[src/sv/etqm_pkg.sv]
`timescale 1ns / 1ps
// ----------------------------------------------------------------------------
// ECN marking queue package
// Field widths, operation and status codes, register indexes and the
// command and status groups between the controller and the datapath.
// ----------------------------------------------------------------------------
package etqm_pkg;

  localparam int OP_W     = 3;
  localparam int PID_W    = 16;
  localparam int LEN_W    = 17;
  localparam int POS_W    = 7;
  localparam int STATUS_W = 3;
  localparam int COUNT_W  = 8;
  localparam int TOTAL_W  = 24;
  localparam int CAP_W    = 8;
  localparam int FRAC_W   = 11;
  localparam int FRAC_BITS = 10;
  localparam int CFG_IDX_W = 1;
  localparam int CFG_DATA_W = 11;

  localparam logic [OP_W-1:0] OP_PUSH   = 3'd0;
  localparam logic [OP_W-1:0] OP_PULL   = 3'd1;
  localparam logic [OP_W-1:0] OP_REMOVE = 3'd2;
  localparam logic [OP_W-1:0] OP_CLEAR  = 3'd3;
  localparam logic [OP_W-1:0] OP_PEEK   = 3'd4;

  localparam logic [STATUS_W-1:0] ST_OK        = 3'd0;
  localparam logic [STATUS_W-1:0] ST_EMPTY     = 3'd1;
  localparam logic [STATUS_W-1:0] ST_FULL      = 3'd2;
  localparam logic [STATUS_W-1:0] ST_NOT_FOUND = 3'd3;
  localparam logic [STATUS_W-1:0] ST_BAD_POS   = 3'd4;

  localparam logic [CFG_IDX_W-1:0] REG_CAPACITY = 1'd0;
  localparam logic [CFG_IDX_W-1:0] REG_FRACTION = 1'd1;

  localparam logic [CAP_W-1:0]  CAP_RESET  = 8'd100;
  localparam logic [FRAC_W-1:0] FRAC_RESET = 11'd819;

  // Read address selection for the descriptor memory.
  localparam logic [1:0] RS_REQ = 2'd0;  // head, or the peek position
  localparam logic [1:0] RS_K1  = 2'd1;  // position k + 1
  localparam logic [1:0] RS_K2  = 2'd2;  // position k + 2

  typedef struct packed {
    logic       accept;
    logic       rd_en;
    logic [1:0] rd_sel;
    logic       k_inc;
    logic       hold_load;
    logic       shift_wr;
    logic       finish;
  } etqm_cmd_t;

  typedef struct packed {
    logic start_search;
    logic match;
    logic last;
    logic last2;
    logic out_free;
  } etqm_sts_t;

endpackage

[src/sv/etqm_ctrl.sv]
`timescale 1ns / 1ps
// ----------------------------------------------------------------------------
// ECN marking queue controller
// Sequences accept, the identifier search, the compaction sweep and the
// result hand-off.
// ----------------------------------------------------------------------------
module etqm_ctrl (
  input  logic               clk,
  input  logic               rst,
  input  logic               req_valid,
  output logic               req_ready,
  input  etqm_pkg::etqm_sts_t sts,
  output etqm_pkg::etqm_cmd_t cmd
);
  import etqm_pkg::*;

  localparam logic [1:0] S_IDLE  = 2'd0;
  localparam logic [1:0] S_SRCH  = 2'd1;
  localparam logic [1:0] S_SHIFT = 2'd2;
  localparam logic [1:0] S_FIN   = 2'd3;

  logic [1:0] state;
  logic [1:0] state_next;

  assign req_ready = (state == S_IDLE);

  always_comb begin
    state_next = state;
    cmd        = '0;
    cmd.rd_sel = RS_REQ;
    case (state)
      S_IDLE: begin
        if (req_valid) begin
          cmd.accept = 1'b1;
          cmd.rd_en  = 1'b1;
          state_next = sts.start_search ? S_SRCH : S_FIN;
        end
      end
      S_SRCH: begin
        // The word read last cycle is the entry at position k.
        if (sts.match) begin
          cmd.hold_load = 1'b1;
          if (!sts.last) begin
            cmd.rd_en  = 1'b1;
            cmd.rd_sel = RS_K1;
            state_next = S_SHIFT;
          end else begin
            state_next = S_FIN;
          end
        end else if (!sts.last) begin
          cmd.rd_en  = 1'b1;
          cmd.rd_sel = RS_K1;
          cmd.k_inc  = 1'b1;
        end else begin
          state_next = S_FIN;
        end
      end
      S_SHIFT: begin
        // The entry at k + 1 is in the read register and moves down to k.
        cmd.shift_wr = 1'b1;
        cmd.k_inc    = 1'b1;
        if (!sts.last2) begin
          cmd.rd_en  = 1'b1;
          cmd.rd_sel = RS_K2;
        end else begin
          state_next = S_FIN;
        end
      end
      S_FIN: begin
        if (sts.out_free) begin
          cmd.finish = 1'b1;
          state_next = S_IDLE;
        end
      end
      default: begin
        state_next = S_IDLE;
      end
    endcase
  end

  always_ff @(posedge clk) begin
    if (rst) begin
      state <= S_IDLE;
    end else begin
      state <= state_next;
    end
  end

`ifndef SYNTHESIS
  a_finish_needs_room: assert property (@(posedge clk) disable iff (rst)
    cmd.finish |-> sts.out_free)
    else $error("result loaded while the output word is still held");

  a_shift_after_match: assert property (@(posedge clk) disable iff (rst)
    (state == S_SHIFT) |-> ($past(state) == S_SHIFT || $past(sts.match)))
    else $error("compaction started without a matching entry");

  a_no_accept_busy: assert property (@(posedge clk) disable iff (rst)
    (state != S_IDLE) |-> !cmd.accept)
    else $error("word accepted while an operation is in progress");
`endif

endmodule

[config.mk]
export PLATFORM = sky130hd
export DESIGN_NAME = etqm_ctrl
export DESIGN_NICKNAME = d
export VERILOG_FILES = /design/src/sv/etqm_pkg.sv /design/src/sv/etqm_ctrl.sv
export SDC_FILE = /design/constraint.sdc
export NUM_CORES = 1
export LEC_CHECK = 0
export ABC_CLOCK_PERIOD_IN_PS = 2000
export BUFFER_PORTS_ARGS = -buffer_cell sky130_fd_sc_hd__buf_2
export CORE_AREA = 2 2 39 41
export DETAILED_ROUTE_END_ITERATION = 6
export DIE_AREA = 0 0 41 43
export HOLD_SLACK_MARGIN = 0.05
export PLACE_DENSITY = 0.52
export SLEW_MARGIN = 10
export SYNTH_ARGS = -nofsm -noshare
export SYNTH_HDL_FRONTEND = slang
export SYNTH_SLANG_ARGS = --single-unit
[constraint.sdc]
create_clock -name clk -period 2 [get_ports clk]
set_input_delay 0.2 -clock clk [delete_from_list [all_inputs] [get_ports clk]]
set_output_delay 0.2 -clock clk [all_outputs]
set_load 0.02 [all_outputs]
## After elaboration in Yosys (flattened, before gate mapping)

Cells that the tools add are included.

- Bits in registers: 2
- Input port bits: 8
- Output and inout bits: 9
- Word-level logic and storage cells: 32

- Equality and inequality tests: 7
- Multiplexer cells: 22
- Reductions and logical operators: 2

Operators by type and width:

| operator | number |
|---|---|
| $mux W2 | 7 |
| $mux W3 | 3 |
| $mux W1 | 8 |
| $pmux W2 S4 | 1 |
| $ne A2 B2 Y1 const B | 3 |
| $pmux W3 S2 | 1 |
| $eq A2 B2 Y1 const B | 2 |
| $mux W4 | 1 |
| $reduce_and A4 Y1 | 1 |
| $ne A3 B3 Y1 const B | 1 |
| $pmux W1 S3 | 1 |
| $eq A2 B1 Y1 const B | 1 |
| $logic_not A2 Y1 | 1 |

## Depth between registers and ports, before layout

- Depth after elaboration: 3
- Mapped depth: 5
- Depth with buffers taken out: 5

## Least setup slack after synthesis

No wires, ideal clock.

- Kind: register to output
- From: register state[0]
- To: output cmd[6] in the netlist's numbering
- Arrival: 1523 ps
- Path slack: 277 ps
- Stages on the path, launching flop included: 6
- Path buffers: 0
- Cells stage by stage: dfxtp_1 inv_1 ha_1 and2_1 nor2_1 a21oi_1

RTL lines:

| item | line | text |
|---|---|---|
| start: declaration | etqm_ctrl.sv:22 | `logic [1:0] state;` |
| start signal: assignment | etqm_ctrl.sv:85 | `state <= state_next;` |
| end: declaration | etqm_ctrl.sv:13 | `output etqm_pkg::etqm_cmd_t cmd` |

==> results.md <==
- FILL cells: 159
- CTS tree: done
- Mapped Cells: 33
- Clk Latency, worst-skew pair: 0.22 ns
- Initial Util: 0.205
- Post-Syn Area: 284 um2
- RSZ-0062 raised after global routing: no
- Clock transition at path regs: 0.03 ns
- # hold bufs at CTS: 0
- R2R cell count: 5
- Top reg by flops: state
- Critical path peak fanout: 7
- Stages on the worst setup path: 6
- Top-area cell type share of the netlist area: 0.220
- Pwr/cell area: 1410 mW/mm2
- Global-route usage over all layers: 0.0892
- Syn avg cell area: 8.61 um2
- Die H: 43 um
- Top delay family on crit path: flip-flops
- Max FFs per register: 2
- Ant diodes: 0
- Final Max Tran Viols: 0
- Clk_skew: 0.00387 ns
- Post-CTS sizing: 0
- YS warnings: 0
- Largest net degree at the start of global routing: 8
- Crit. End Element: primary output
- Share of cells above drive strength 1: 0.442
- Arrival @ worst endpoint: 1.52 ns
- Final TNS setup: 0 ns
- Remaining antenna violation count: 0
- Final setup fails: 0
- Vias: 285
- HPWL Detailed: 552 um
- Buf/Inv on CP: 2
- Critical-path top delay cell: dfxtp_1
- Synth unique cells: 17
- Required @ worst endpoint: 1.80 ns
- Fin. Hold Viols: 0
- DR iter-0 viols: 4
- Vias in the first global route: 267
- Lkg Pwr: 0.217 nW
- Slew headroom: 0.714
- Worst-path cell chain: inv_1 -> ha_1 -> and2_1 -> nor2_1 -> a21oi_1 -> buf_2
- Fmax: 0.580 GHz
- Initial antenna violation count: 0
- Final Cell Area: 407 um2
- Via density: 4.19
- Sink Count: 2
- H-tree levels: 1
- First-pass GRT wire length: 1030 um
- Final GP Congestion: 0.687
- Fin crit period: 1.72 ns
- Ranking of synthesized cells by area: ha_1 22%, dfxtp_1 14%, nor2b_4 9.7%
- Biggest registers after layout: state: 2 flops
- Area growth from synthesis to layout: 43.2%
- Total setup buffers inserted after CTS: 0
- Largest area contributor in the netlist: ha_1
- Root Buffer: clkbuf_4
- Synthesized Nets: 46
- Max-cap viol count: 0
- Core Area: 0.00138 mm2
- TritonRoute pass-1 iters: 2
- Clock Path Buffers: 2
- WL per Instance: 9.72 um
- Crit Path Class: reg -> out
- Final WL: 661 um
- Status: completed
- IO buf count: 16
- Seq/Total Area, Yosys: 0.141
- DRC: 0
- Area post-placement: 384 um2
- Period utilisation layout: 0.862
- Critical path's largest stage delay: 0.41 ns
- Type of origin of the critical path: flop
- Least-Margin Pin Slew: 0.418 ns
- Die area: 0.00176 mm2
- Count of state elements after synthesis: 2
- GRT overflow: 0
- CTS buffer count: 3
- Nets: 67
- Die width: 41 um
- I/O pins: 17
- Worst hold path stage count: 2
- Worst hold path type: in -> reg
- Max IR drop VDD: 0.000479 V
- Row cnt: 14
==> per-stage QoR <==
| stage | total power [mW] | utilization | hold WS [ns] | instances | setup WS, ns |
|---|---|---|---|---|---|
| after detailed placement | 0.491 | 0.278 | 0.451 | 65 | 0.314 |
| final | 0.574 | 0.294 | 0.220 | 68 | 0.276 |
| after CTS | 0.586 | 0.294 | 0.208 | 68 | 0.253 |
| after floorplan | 0.379 | - | 0.318 | 33 | 0.277 |
| after global routing | 0.638 | 0.294 | 0.222 | 68 | 0.165 |
| after global placement | 0.493 | 0.278 | 0.445 | 65 | 0.330 |
==> layout make-up <==
type,instances,area [um2],share of cell area
Clock buffer,3,22.5,0.0554
Timing Repair Buffer,16,80.1,0.197
Multi-Input combinational cell,28,233,0.572
Sequential cell,2,40.0,0.0985
Inverter,3,11.3,0.0277
Tap cell,16,20.0,0.0492
==> cell usage in the layout, fill, tap and decap left out <==
master,n
nor2b_4,2
or2b_1,1
o32ai_1,1
and2_2,2
dfxtp_1,2
buf_2,16
ha_1,5
a21oi_1,2
nand2b_1,3
inv_1,3
and2_1,2
o21a_1,1
a211o_1,1
a2111oi_0,1
nor2_1,3
a2111o_1,1
nor2b_1,2
mux2i_1,1
clkbuf_4,3
==> cells by family (layout without fill, tap and decap cells) <==
| logic type | after synthesis | count (layout) | share of synthesized area |
|---|---|---|---|
| simple gates | 15 | 15 | 0.370 |
| compound gates | 7 | 7 | 0.194 |
| fa+ha+maj | 5 | 5 | 0.220 |
| buf+inv | 3 | 22 | 0.0396 |
| flops | 2 | 2 | 0.141 |
| mux | 1 | 1 | 0.0352 |
==> layer usage <==
metal,part of all wire,vias to the layer above,wire (um),track usage
li1,-,152,-,-
met1,0.53,121,350,0.115
met5,0,-,0,0
met3,0.064,0,42,0.0471
met2,0.40,12,267,0.109
met4,0,0,0,0.0600
==> Yosys cell counts <==
| master | n |
|---|---|
| and2_2 | 2 |
| nor2_1 | 3 |
| a211o_1 | 1 |
| nand2b_1 | 3 |
| a2111oi_0 | 1 |
| o32ai_1 | 1 |
| a21oi_1 | 2 |
| a2111o_1 | 1 |
| ha_1 | 5 |
| or2b_1 | 1 |
| inv_1 | 3 |
| mux2i_1 | 1 |
| and2_1 | 2 |
| nor2b_1 | 2 |
| o21a_1 | 1 |
| dfxtp_1 | 2 |
| nor2b_4 | 2 |
==> worst paths after layout <==
| path | slack (ns) | startpoint | end |
|---|---|---|---|
| worst max-delay path | 0.28 | state[0] | cmd[6] |
| worst min register to register | 0.56 | state[0] | state[0] |
| worst min-delay path | 0.22 | rst | state[0] |
| worst max register to register | 0.31 | state[0] | state[0] |
==> where the power goes <==
group	total [mW]	internal [mW]	switching, mW	leakage, nW
clock	0.0885	0.0661	0.0224	0.0138
sequential	0.0885	0.0592	0.0294	0.0166
combinational	0.397	0.173	0.224	0.187
Note: power is estimated with default switching activity, not from simulation.
